[config.mk]
export PLATFORM = sky130hd
export DESIGN_NAME = stepper_shortest_path_pulser_top_flat
export DESIGN_NICKNAME = d
export VERILOG_FILES = /design/src/sv/ssp_pkg.sv /design/src/sv/ssp_if.sv /design/src/sv/stepper_shortest_path_pulser_top.sv /design/src/sv/ssp_angle.sv /design/src/sv/ssp_div.sv /design/src/flat_wrapper.sv
export SDC_FILE = /design/constraint.sdc
export NUM_CORES = 2
export LEC_CHECK = 0
export CAP_MARGIN = 5
export CORE_UTILIZATION = 38
export DETAILED_ROUTE_END_ITERATION = 10
export DONT_BUFFER_PORTS = 1
export GPL_TIMING_DRIVEN = 0
export HOLD_SLACK_MARGIN = 0.05
export PLACE_DENSITY = 0.6
export SETUP_SLACK_MARGIN = 0.2
export SLEW_MARGIN = 20
export SYNTH_ARGS = -nofsm -noshare
export SYNTH_HDL_FRONTEND = slang
export SYNTH_SLANG_ARGS = --single-unit
[constraint.sdc]
create_clock -name clk_i -period 31.9 [get_ports clk_i]
set_clock_uncertainty 0.15 [all_clocks]
set_input_delay 0 -clock clk_i [delete_from_list [all_inputs] [get_ports clk_i]]
set_output_delay 0 -clock clk_i [all_outputs]
set_load 0.03 [all_outputs]
[src/sv/ssp_pkg.sv]
// Shared types, constants and the speed-to-period table for the stepper pulser.
package ssp_pkg;

  localparam int unsigned AngleW   = 16;
  localparam int unsigned CountW   = 16;
  localparam int unsigned PeriodW  = 8;
  localparam int unsigned MagW     = 15;
  localparam int unsigned ProdW    = 31;

  localparam logic [15:0] FullTurn  = 16'd36000;
  localparam logic [15:0] HalfTurn  = 16'd18000;
  localparam logic [16:0] Turns1    = 17'd36000;
  localparam logic [16:0] Turns2    = 17'd72000;
  localparam logic [16:0] Turns3    = 17'd108000;

  // floor(x / 36000) = floor(floor(x / 32) / 1125); the second step uses an
  // exact reciprocal for 26-bit dividends: ceil(2^37 / 1125).
  localparam int unsigned PreShift  = 5;
  localparam int unsigned ScaledW   = ProdW - PreShift;
  localparam int unsigned RecipW    = 27;
  localparam int unsigned RecipSh   = 37;
  localparam int unsigned RecipProdW = ScaledW + RecipW;
  localparam logic [RecipW-1:0] RecipM = 27'd122167959;

  localparam logic [15:0] PprReset = 16'd200;

  typedef enum logic [2:0] {
    OP_TICK    = 3'd0,
    OP_SET     = 3'd1,
    OP_LOOP    = 3'd2,
    OP_DISABLE = 3'd3,
    OP_INIT    = 3'd4
  } op_e;

  typedef enum logic [1:0] {
    CFG_PPR    = 2'd0,
    CFG_SPEED  = 2'd1,
    CFG_OFFSET = 2'd2
  } cfg_idx_e;

  // Move computed in the first stage and handed to the state update.
  typedef struct packed {
    logic [AngleW-1:0] fresh;
    logic              dir;
    logic              load;
    logic [ProdW-1:0]  prod;
  } move_t;

  // Period in ticks: 150 - floor(level*80/9).
  function automatic logic [PeriodW-1:0] period_f(logic [3:0] lvl);
    logic [PeriodW-1:0] p;
    case (lvl)
      4'd1:    p = 8'd142;
      4'd2:    p = 8'd133;
      4'd3:    p = 8'd124;
      4'd4:    p = 8'd115;
      4'd5:    p = 8'd106;
      4'd6:    p = 8'd97;
      4'd7:    p = 8'd88;
      4'd8:    p = 8'd79;
      4'd9:    p = 8'd70;
      4'd10:   p = 8'd62;
      4'd11:   p = 8'd53;
      4'd12:   p = 8'd44;
      4'd13:   p = 8'd35;
      4'd14:   p = 8'd26;
      4'd15:   p = 8'd17;
      default: p = 8'd150;
    endcase
    return p;
  endfunction

endpackage

[src/sv/ssp_if.sv]
// Valid/ready channel interfaces for pulser commands and status beats.
interface ssp_in_if;
  logic        valid;
  logic        ready;
  logic [2:0]  operation;
  logic [15:0] target_angle;

  modport source(output valid, operation, target_angle, input ready);
  modport sink(input valid, operation, target_angle, output ready);
endinterface

interface ssp_out_if;
  logic        valid;
  logic        ready;
  logic        step_line;
  logic        direction;
  logic        driver_enable;
  logic        running;
  logic [15:0] remaining_toggles;

  modport source(output valid, step_line, direction, driver_enable, running,
                 remaining_toggles, input ready);
  modport sink(input valid, step_line, direction, driver_enable, running,
               remaining_toggles, output ready);
endinterface

[src/sv/stepper_shortest_path_pulser_top.sv]
// Top level of the shortest-path stepper pulse generator.
// Every command beat yields exactly one status beat that reports the state after the
// command: step line level, direction, driver enable, pulse timer running and toggles
// still to emit. Tick, loop, disable and unknown beats are taken one per clock while the
// output slot is free, and their status appears in the cycle after the command leaves
// the input register. Set-angle and init beats first wrap the target, fold the move onto
// the short way round and register pulses_per_rev times the angle difference; the divide
// stage then divides that product by one full turn through a reciprocal multiplier and
// loads the toggle count. The input register holds its command while a beat waits in the
// divide stage. An output register decouples the two channels; while a status beat waits,
// the input register still takes one new command, and a set-angle or init beat still
// moves on into the divide stage. Registers are written through cfg_we_i / cfg_idx_i /
// cfg_data_i; index 0 pulses_per_rev, 1 speed_level, 2 angle_offset, other indexes are
// dropped. Write them only while the block is idle.
module stepper_shortest_path_pulser_top import ssp_pkg::*; (
  input  logic        clk_i,
  input  logic        rst_ni,
  input  logic        cfg_we_i,
  input  logic [1:0]  cfg_idx_i,
  input  logic [15:0] cfg_data_i,
  ssp_in_if.sink      in_i,
  ssp_out_if.source   out_o
);

  // Configuration registers.
  logic [15:0]       ppr_q;
  logic [3:0]        speed_q;
  logic [AngleW-1:0] offset_q;

  // Input register.
  logic              in_vld_q;
  logic [2:0]        op_q;
  logic [AngleW-1:0] tgt_q;

  // Block state.
  logic [AngleW-1:0]  last_q, last_d;
  logic [CountW-1:0]  tog_q, tog_d;
  logic               step_q, step_d;
  logic               dir_q, dir_d;
  logic               timer_q, timer_d;
  logic               en_q, en_d;
  logic               done_q, done_d;
  logic [PeriodW-1:0] pc_q, pc_d;

  // Divide stage.
  logic               pend_q, pend_d;
  logic               load_q, load_d;
  logic [ProdW-1:0]   prod_q, prod_d;

  // Output register.
  logic               out_vld_q, out_vld_d;
  logic               o_step_q, o_dir_q, o_en_q, o_run_q;
  logic [CountW-1:0]  o_tog_q;

  op_e                op;
  logic               div_op;
  logic               out_free;
  logic               fire_a;
  logic               fire_b;
  logic               fire_res;
  logic               in_ready;
  move_t              mv;
  logic [CountW-1:0]  quot;

  // Period elapse terms.
  logic [PeriodW-1:0] period;
  logic               elapse;
  logic [CountW-1:0]  el_tog;
  logic               el_done;
  logic               el_fin;

  assign op       = op_e'(op_q);
  assign div_op   = (op == OP_SET) || (op == OP_INIT);
  assign out_free = ~out_vld_q | out_o.ready;
  // A set-angle or init beat parks in the divide stage; others need the output slot.
  assign fire_a   = in_vld_q & ~pend_q & (div_op | out_free);
  assign fire_b   = pend_q & out_free;
  assign fire_res = (fire_a & ~div_op) | fire_b;
  assign in_ready = ~in_vld_q | fire_a;
  assign in_i.ready = in_ready;

  ssp_angle u_angle (
    .target_i (tgt_q),
    .offset_i (offset_q),
    .last_i   (last_q),
    .ppr_i    (ppr_q),
    .move_o   (mv)
  );

  ssp_div u_div (
    .prod_i (prod_q),
    .quot_o (quot)
  );

  assign period  = period_f(speed_q);
  // A stale counter at or past period-1 counts as elapsed.
  assign elapse  = ({1'b0, pc_q} + 9'd1) >= {1'b0, period};
  assign el_tog  = (tog_q != '0) ? (tog_q - 16'd1) : tog_q;
  assign el_done = (tog_q != '0) ? 1'b0 : done_q;
  assign el_fin  = (el_tog == '0) & ~el_done;

  always_comb begin
    last_d  = last_q;
    tog_d   = tog_q;
    step_d  = step_q;
    dir_d   = dir_q;
    timer_d = timer_q;
    en_d    = en_q;
    done_d  = done_q;
    pc_d    = pc_q;
    pend_d  = pend_q;
    load_d  = load_q;
    prod_d  = prod_q;

    if (fire_a) begin
      case (op)
        OP_TICK: begin
          if (timer_q) begin
            if (elapse) begin
              pc_d   = '0;
              tog_d  = el_tog;
              step_d = (tog_q != '0) ? ~step_q : step_q;
              done_d = el_done | el_fin;
              if (el_fin) begin
                timer_d = 1'b0;
              end
            end else begin
              pc_d = pc_q + 8'd1;
            end
          end
        end
        OP_SET: begin
          pc_d    = '0;
          timer_d = 1'b1;
        end
        OP_LOOP: begin
          if (tog_q == '0) begin
            pc_d    = '0;
            timer_d = 1'b1;
            tog_d   = ppr_q;
          end
        end
        OP_DISABLE: begin
          timer_d = 1'b0;
        end
        OP_INIT: begin
          timer_d = 1'b0;
          en_d    = 1'b1;
        end
        default: begin
        end
      endcase
      // Shared move prep for set-angle and init; toggles load from the divide stage.
      if (div_op) begin
        last_d = mv.fresh;
        if (mv.load) begin
          dir_d = mv.dir;
        end
        pend_d = 1'b1;
        load_d = mv.load;
        prod_d = mv.prod;
      end
    end

    if (fire_b) begin
      pend_d = 1'b0;
      if (load_q) begin
        tog_d = quot;
      end
    end
  end

  assign out_vld_d = fire_res | (out_vld_q & ~out_o.ready);

  always_ff @(posedge clk_i or negedge rst_ni) begin
    if (!rst_ni) begin
      ppr_q     <= PprReset;
      speed_q   <= '0;
      offset_q  <= '0;
      in_vld_q  <= 1'b0;
      last_q    <= '0;
      tog_q     <= '0;
      step_q    <= 1'b0;
      dir_q     <= 1'b0;
      timer_q   <= 1'b0;
      en_q      <= 1'b0;
      done_q    <= 1'b0;
      pc_q      <= '0;
      pend_q    <= 1'b0;
      load_q    <= 1'b0;
      out_vld_q <= 1'b0;
    end else begin
      if (cfg_we_i) begin
        case (cfg_idx_e'(cfg_idx_i))
          CFG_PPR:    ppr_q    <= cfg_data_i;
          CFG_SPEED:  speed_q  <= cfg_data_i[3:0];
          CFG_OFFSET: offset_q <= cfg_data_i;
          default: begin
          end
        endcase
      end
      if (in_ready) begin
        in_vld_q <= in_i.valid;
      end
      last_q    <= last_d;
      tog_q     <= tog_d;
      step_q    <= step_d;
      dir_q     <= dir_d;
      timer_q   <= timer_d;
      en_q      <= en_d;
      done_q    <= done_d;
      pc_q      <= pc_d;
      pend_q    <= pend_d;
      load_q    <= load_d;
      out_vld_q <= out_vld_d;
    end
  end

  // Payload registers: no reset.
  always_ff @(posedge clk_i) begin
    if (in_ready && in_i.valid) begin
      op_q  <= in_i.operation;
      tgt_q <= in_i.target_angle;
    end
    prod_q <= prod_d;
    if (fire_res) begin
      o_step_q <= step_d;
      o_dir_q  <= dir_d;
      o_en_q   <= en_d;
      o_run_q  <= timer_d;
      o_tog_q  <= tog_d;
    end
  end

  assign out_o.valid             = out_vld_q;
  assign out_o.step_line         = o_step_q;
  assign out_o.direction         = o_dir_q;
  assign out_o.driver_enable     = o_en_q;
  assign out_o.running           = o_run_q;
  assign out_o.remaining_toggles = o_tog_q;

`ifndef SYNTHESIS
  // The divide stage drains as soon as the output slot frees.
  a_pend_drains: assert property (@(posedge clk_i) disable iff (!rst_ni)
    pend_q && out_free |=> !pend_q)
    else $error("divide stage did not drain");

  // A tick never moves the stored angle.
  a_tick_angle: assert property (@(posedge clk_i) disable iff (!rst_ni)
    fire_a && op == OP_TICK |=> $stable(last_q))
    else $error("tick changed last angle");

  // A tick only counts toggles down.
  a_tick_count: assert property (@(posedge clk_i) disable iff (!rst_ni)
    fire_a && op == OP_TICK && !pend_q |=> tog_q <= $past(tog_q))
    else $error("tick raised toggle count");

  // The timer stops once a run has spent its count.
  a_stop: assert property (@(posedge clk_i) disable iff (!rst_ni)
    fire_a && op == OP_TICK && timer_q && elapse && el_fin |=> !timer_q)
    else $error("timer kept running after last toggle");
`endif

endmodule

[src/sv/ssp_angle.sv]
// Target wrap, shortest-way fold and toggle product for a set-angle or init beat.
module ssp_angle import ssp_pkg::*; (
  input  logic [AngleW-1:0] target_i,
  input  logic [AngleW-1:0] offset_i,
  input  logic [AngleW-1:0] last_i,
  input  logic [15:0]       ppr_i,
  output move_t             move_o
);

  logic [16:0]       sum;
  logic [16:0]       wrapped;
  logic [AngleW-1:0] fresh;
  logic              up;
  logic [AngleW-1:0] mag_raw;
  logic              fold;
  logic [AngleW-1:0] mag_full;
  logic [MagW-1:0]   mag;

  assign sum = {1'b0, target_i} + {1'b0, offset_i};

  // Sum stays below four turns: a compare chain picks which multiple of a turn to subtract.
  always_comb begin
    if (sum >= Turns3) begin
      wrapped = sum - Turns3;
    end else if (sum >= Turns2) begin
      wrapped = sum - Turns2;
    end else if (sum >= Turns1) begin
      wrapped = sum - Turns1;
    end else begin
      wrapped = sum;
    end
  end

  assign fresh    = wrapped[AngleW-1:0];
  assign up       = fresh > last_i;
  assign mag_raw  = up ? (fresh - last_i) : (last_i - fresh);
  assign fold     = mag_raw > HalfTurn;
  assign mag_full = fold ? (FullTurn - mag_raw) : mag_raw;
  assign mag      = mag_full[MagW-1:0];

  assign move_o.fresh = fresh;
  assign move_o.dir   = fold ? up : ~up;
  assign move_o.load  = fresh != last_i;
  assign move_o.prod  = ProdW'(ppr_i) * ProdW'(mag);

endmodule

[src/sv/ssp_div.sv]
// Exact divide of the registered toggle product by one full turn.
module ssp_div import ssp_pkg::*; (
  input  logic [ProdW-1:0]  prod_i,
  output logic [CountW-1:0] quot_o
);

  logic [ScaledW-1:0]    scaled;
  logic [RecipProdW-1:0] wide;

  assign scaled = prod_i[ProdW-1:PreShift];
  assign wide   = RecipProdW'(scaled) * RecipProdW'(RecipM);
  assign quot_o = wide[RecipSh +: CountW];

endmodule
[src/flat_wrapper.sv]
// flat-port wrapper written by rule: the top's interface ports become plain ports
module stepper_shortest_path_pulser_top_flat import ssp_pkg::*;
  (clk_i, rst_ni, cfg_we_i, cfg_idx_i, cfg_data_i, in_i_valid, in_i_operation, in_i_target_angle, in_i_ready, out_o_valid, out_o_step_line, out_o_direction, out_o_driver_enable, out_o_running, out_o_remaining_toggles, out_o_ready);
  ssp_in_if in_i_i ();
  ssp_out_if out_o_i ();
  input  logic clk_i;
  input  logic rst_ni;
  input  logic cfg_we_i;
  input  logic [1:0] cfg_idx_i;
  input  logic [15:0] cfg_data_i;
  input wire logic [$bits(in_i_i.valid)-1:0] in_i_valid;
  input wire logic [$bits(in_i_i.operation)-1:0] in_i_operation;
  input wire logic [$bits(in_i_i.target_angle)-1:0] in_i_target_angle;
  output wire logic [$bits(in_i_i.ready)-1:0] in_i_ready;
  output wire logic [$bits(out_o_i.valid)-1:0] out_o_valid;
  output wire logic [$bits(out_o_i.step_line)-1:0] out_o_step_line;
  output wire logic [$bits(out_o_i.direction)-1:0] out_o_direction;
  output wire logic [$bits(out_o_i.driver_enable)-1:0] out_o_driver_enable;
  output wire logic [$bits(out_o_i.running)-1:0] out_o_running;
  output wire logic [$bits(out_o_i.remaining_toggles)-1:0] out_o_remaining_toggles;
  input wire logic [$bits(out_o_i.ready)-1:0] out_o_ready;
  assign in_i_i.valid = in_i_valid;
  assign in_i_i.operation = in_i_operation;
  assign in_i_i.target_angle = in_i_target_angle;
  assign in_i_ready = in_i_i.ready;
  assign out_o_valid = out_o_i.valid;
  assign out_o_step_line = out_o_i.step_line;
  assign out_o_direction = out_o_i.direction;
  assign out_o_driver_enable = out_o_i.driver_enable;
  assign out_o_running = out_o_i.running;
  assign out_o_remaining_toggles = out_o_i.remaining_toggles;
  assign out_o_i.ready = out_o_ready;
  stepper_shortest_path_pulser_top u_core (.clk_i(clk_i), .rst_ni(rst_ni), .cfg_we_i(cfg_we_i), .cfg_idx_i(cfg_idx_i), .cfg_data_i(cfg_data_i), .in_i(in_i_i), .out_o(out_o_i));
endmodule
After elaboration in Yosys (flattened, before gate mapping)
Memory sizes are Yosys's and may differ from the RTL's.
Index checks and enable logic that the tools add are counted.

storage, ports and cells
  memories = 1
  logic and storage cells = 127
  input port bits = 42
  ROM bits = 128
  bits in registers = 155

memories
  name             words  width  read ports  clocked after Yosys merged registers in  wr ports  RTL line       text
  (no name shown)  16     8      1           0                                        0         ssp_pkg.sv:52  case (lvl)

cells by class
  order comparisons = 6
  reduce and logical (&&, ||, !) cells = 18
  $add $sub $neg = 10
  eq/ne operators = 9
  muxes and demuxes = 38
  bitwise gates (word level) = 20
  multiply operators = 2

operators with widths
  kind                      number
  $mux W16                  11
  $mul A26 B27 Y53 const B  1
  $ge A17 B17 Y1 const B    2
  $logic_not A16 Y1         2
  $pmux W16 S2              1
  $sub A16 B16 Y16          2
  $sub A16 B16 Y16 const B  2
  $mul A16 B15 Y31          1
  $mux W8                   3
  $pmux W8 S3               1
  $mux W1                   20
  $add A16 B16 Y17          1
  $ge A17 B16 Y1 const B    1
  $gt A16 B15 Y1 const B    1
  $gt A16 B16 Y1            1
  $ne A16 B16 Y1            1
  $reduce_bool A16 Y1       1
  $sub A16 B1 Y16 const B   1
  $sub A16 B13 Y16 const B  1
  $mux W15                  1
  $sub A12 B15 Y15 const A  1
  $reduce_and A2 Y1         5
  $add A8 B1 Y9 const B     1
  $ge A9 B8 Y1              1
  19 further kinds          40

Depth between registers and ports, before layout
  depth in word-level cells = 12
  mapped depth = 61
  mapped depth without buffers = 56

Cells and area by module
A second synthesis with hierarchy kept.

second synthesis, totals
  cells, all modules = 3,050
  area, all modules = 29,206.8 um^2

modules (own cells, without submodules)
  module                            area an instance (um^2)  cells each  instances
  ssp_angle                         11,797.6                 1,434       1
  ssp_div                           10,435.0                 1,030       1
  stepper_shortest_path_pulser_top  6,974.2                  586         1

Worst setup path before layout
No wires, ideal clock.

  path kind = register to register
  start point = reg u_core.tgt_q[0]
  end point = reg u_core.prod_q[30], data pin
  library setup time = 0.259 ns
  slack = 18.720 ns
  data required time = 31.491 ns
  cell stages (with the launch flop) = 58
  buffers on the path = 6
  clock period less this slack = 13.180 ns
  arrival = 12.770 ns
  path through = edfxtp_1 > ha_1 > fa_1 > a21o_1 > a21oi_1 > o21bai_1 > a21o_1 > xnor2_1 > inv_1 > ha_1 > a31oi_1 > o221ai_1 > o31a_1 > nand3_1 > clkbuf_1 > nand2_1 > o32ai_1 > xnor2_1 > (+22 left out) > fa_1 > fa_1 > fa_1 > inv_1 > fa_1 > inv_1 > ha_1 > clkbuf_1 > a21o_1 > a21o_1 > a221o_1 > a221oi_1 > o21ai_0 > nor2_1 > nor2_1 > a2111oi_2 > nor3_2 > xnor2_1

RTL lines
  item                    RTL line                                 text
  from (decl)             stepper_shortest_path_pulser_top.sv:33   logic [AngleW-1:0] tgt_q;
  from (signal assigned)  stepper_shortest_path_pulser_top.sv:223  tgt_q <= in_i.target_angle;
  to (signal assigned)    stepper_shortest_path_pulser_top.sv:225  prod_q <= prod_d;
  to (decl)               stepper_shortest_path_pulser_top.sv:48   logic [ProdW-1:0] prod_q, prod_d;

==> impl_results.md <==
* Outcome: complete, no violations
* Ys async rst share at a little under three fifths
* RePlAce Congestion at a little under 0.9
* Worst-Skew Late Latency at ~0.47 ns
* Layout Nets at 3877
* Seq/Total Area, Yosys at between 10% and 20%
* Clock root buffer: clkbuf_16
* Die height at around 270 microns
* Die W at about 270 microns
* Yosys cell types at 93
* # fillers at 7137
* Synth area leader: fa_1
* Synth warn at 0
* Initial antenna violation count at 1
* Vias per inst at 5.15
* Max Cap Violations at 0
* Final setup violation count at 0
* Port bufs at 0
* Max FO, Critical Path at 10
* Worst-Margin Slew at approximately 1.0 ns
* Worst min-delay path category: in -> reg
* CTS Buf Count at 17
* Setup ws final at roughly 16 ns
* CTS max path bufs at 2
* Detailed Route WL at 69.9 mm
* Antenna viol nets, final at 0
* Via Count at between 20k and 25k
* Post_cts resized at 0
* Mapped Area at between 20000 and 30000 sq um
* First-pass GRT wire length at between 100 and 150 mm
* Core area at roughly 73000 sq um
* CTS clk-pin slew, worst paths at about 0.070 ns
* Setup WS pre-CTS at about 16 ns
* Most frequent CP cell: fa_1
* Row count at 99
* RSZ-0062 raised after global routing: no
* Final min period at 16.00 ns
* Final hold vios at 0
* Number of global-route vias before repair at 21.4k
* CTS Hold Bufs at 70
* Synth-to-Final Area Change at 9.28%
* Max H-tree Level at 4
* Wirelength per Cell at 17.7 microns
* Startpoint types: register
* Crit path launch: u_core.tgt_q[0]$_DFFE_PP_
* Die ar. at 74800 sq um
* Req. time, crit path at roughly 32 ns
* Top cell type's share of synthesized area at ~28%
* Final period util at 50.2%
* Synthesized instance count at between 2k and 3k
* EDFF count, synth at 65
* Synth Register Bits at 150
* Fmax at 62.5 MHz
* Buffer count from post-CTS setup fixing at 0
* Grt ovf at 0
* Reg2reg start: u_core.tgt_q[0]$_DFFE_PP_
* Hpwl dp at 58.1 mm
* Total Routing Usage GR at 19.8%
* Layout cells sized above 1 at under 10%
* Dominant synthesized flop cell: dfrtp_1
* Hold path start: cfg_idx_i[0]
* Crit path DAT at 16.05 ns
* CTS sink count at 150
* Initial DRC Count at between 1k and 1.5k
* CTS tree: yes
* DRC at 0
* Max Slew Vio Count at 0
* Largest cells by area after synthesis: fa_1 (28%), ha_1 (21%), dfrtp_1 (7.3%), inv_1 (7.0%), edfxtp_1 (7.0%)
* Crit Path Class: reg -> reg
* Fin Setup TNS at 0 ns
* Pre-Repair DR Iteration Count at 5
* Slew HR at roughly 30%
* Syn_area_per_cell at just under 10 sq um
* Post-synth net total at approximately 3.8k
* Starting density of the core at a little under two fifths
* Worst Setup End Kind: register
* I/O pin cnt at 64
* Max stage delay on crit path at about 0.78 ns
* Largest net degree at the start of global routing at just over 80
* Crit-path slowest cell: xnor2_1
-- sequential cells by signal (all words and copies together) (netlist names), 3 cells and up --
signal,flops
u_core.op,3
u_core.speed_q,4
u_core.pc_q,8
u_core.tgt_q,16
u_core.ppr_q,16
u_core.last_q,16
u_core.tog_q,16
u_core.out_o.remaining_toggles,16
u_core.prod_q,26
u_core.offset_q,16
-- per-layer routing --
metal,vias to the layer above,GRT usage (%),part of all wire [%]
li1,9766,-,-
met1,10200,27.3,47
met3,64,2.82,4.0
met5,-,0,0
met2,370,32.8,47
met4,0,4.38,1.7
-- kinds of logic (layout without fill, tap and decap cells) --
group                    after synthesis  in the layout  share of synthesized area, %
AO/OA/AOI/OAI                        463            463                          11.0
adder cells (fa/ha/maj)              850            850                          48.4
multiplexers                          55             55                          2.15
XOR/XNOR                             107            107                          3.43
buffers and inverters                606            712                          8.32
flip-flops                           150            150                          14.6
other                                  0              1                             0
AND/OR/NAND/NOR                      661            661                          12.1
-- worst max-delay path, delay by kind of cell (launching register included) --
family,cells,cell delay (ns)
AOI/OAI and AO/OA,18,4.24
xor gates and xnor gates,5,1.91
adders and majority gates,11,4.38
buffers and inverters,12,2.04
DFF,1,0.38
muxes,1,0.26
and+or+nand+nor,11,2.37
-- layout make-up --
type                    count  area [sq um]  share of cell area [%]
clock buffers              20           478                    1.56
plain buffers              82           362                    1.18
well taps                 959          1200                    3.92
inverters                 524          1970                    6.43
flip-flops and latches    150          4080                    13.3
clock inverters            12           125                   0.409
repair buffers             74           785                    2.56
multi-input cells        2136         21600                    70.6
diodes                      1          2.50                 0.00818
-- per-stage QoR --
step,utilization [%],hold WS [ns],instances,instance area (sq um)
floorplan,-,-0.446,2892,28000
global placement,40.0,-0.436,3851,29200
detailed placement,40.1,-0.442,3854,29200
CTS,41.9,0.0603,3956,30600
global route,41.9,0.121,3957,30600
finish,41.9,0.105,3958,30600
-- cell usage after synthesis (all sizes together), types with 11 or more instances --
library cell,n
nor2b,37
nand4,24
o21ai,101
nand2b,43
buf,22
a21oi,135
nand3,39
edfxtp,65
mux2i,13
a31oi,18
or3,14
nor2,78
and2,112
fa,389
ha,461
a21o,60
xnor2,71
mux2,42
nor3,28
dfrtp,82
clkbuf,60
and3,18
nand2,218
a221oi,14
a211oi,13
o211ai,11
xor2,36
inv,523
o21a,17
-- cell usage in the layout (no fill, tap or decap), types with 70 or more instances in the layout --
cell type,count
o21ai_0,92
nand2_1,218
inv_1,521
ha_1,461
xnor2_1,70
and2_1,111
fa_1,389
a21oi_1,134
dfrtp_1,82
nor2_1,76
-- path summary, 6_finish.rpt --
kind,end,slack [ns],cells after the start
worst max-delay path,u_core.prod_q[30]$_DFFE_PP_,15.90,58
worst min-delay path,u_core.offset_q[0]$_DFFE_PN0P_,0.10,2
worst max register to register,u_core.prod_q[30]$_DFFE_PP_,15.90,58
worst min register to register,u_core.en_q$_DFF_PN0_,0.31,1
max in group asynchronous,u_core.tog_q[6]$_DFF_PN0_,30.55,4
min in group asynchronous,u_core.ppr_q[6]$_DFFE_PN1P_,0.55,3
Power is not shown: default switching activity piles up to over one toggle a cycle in this logic, so the estimate is an artifact.
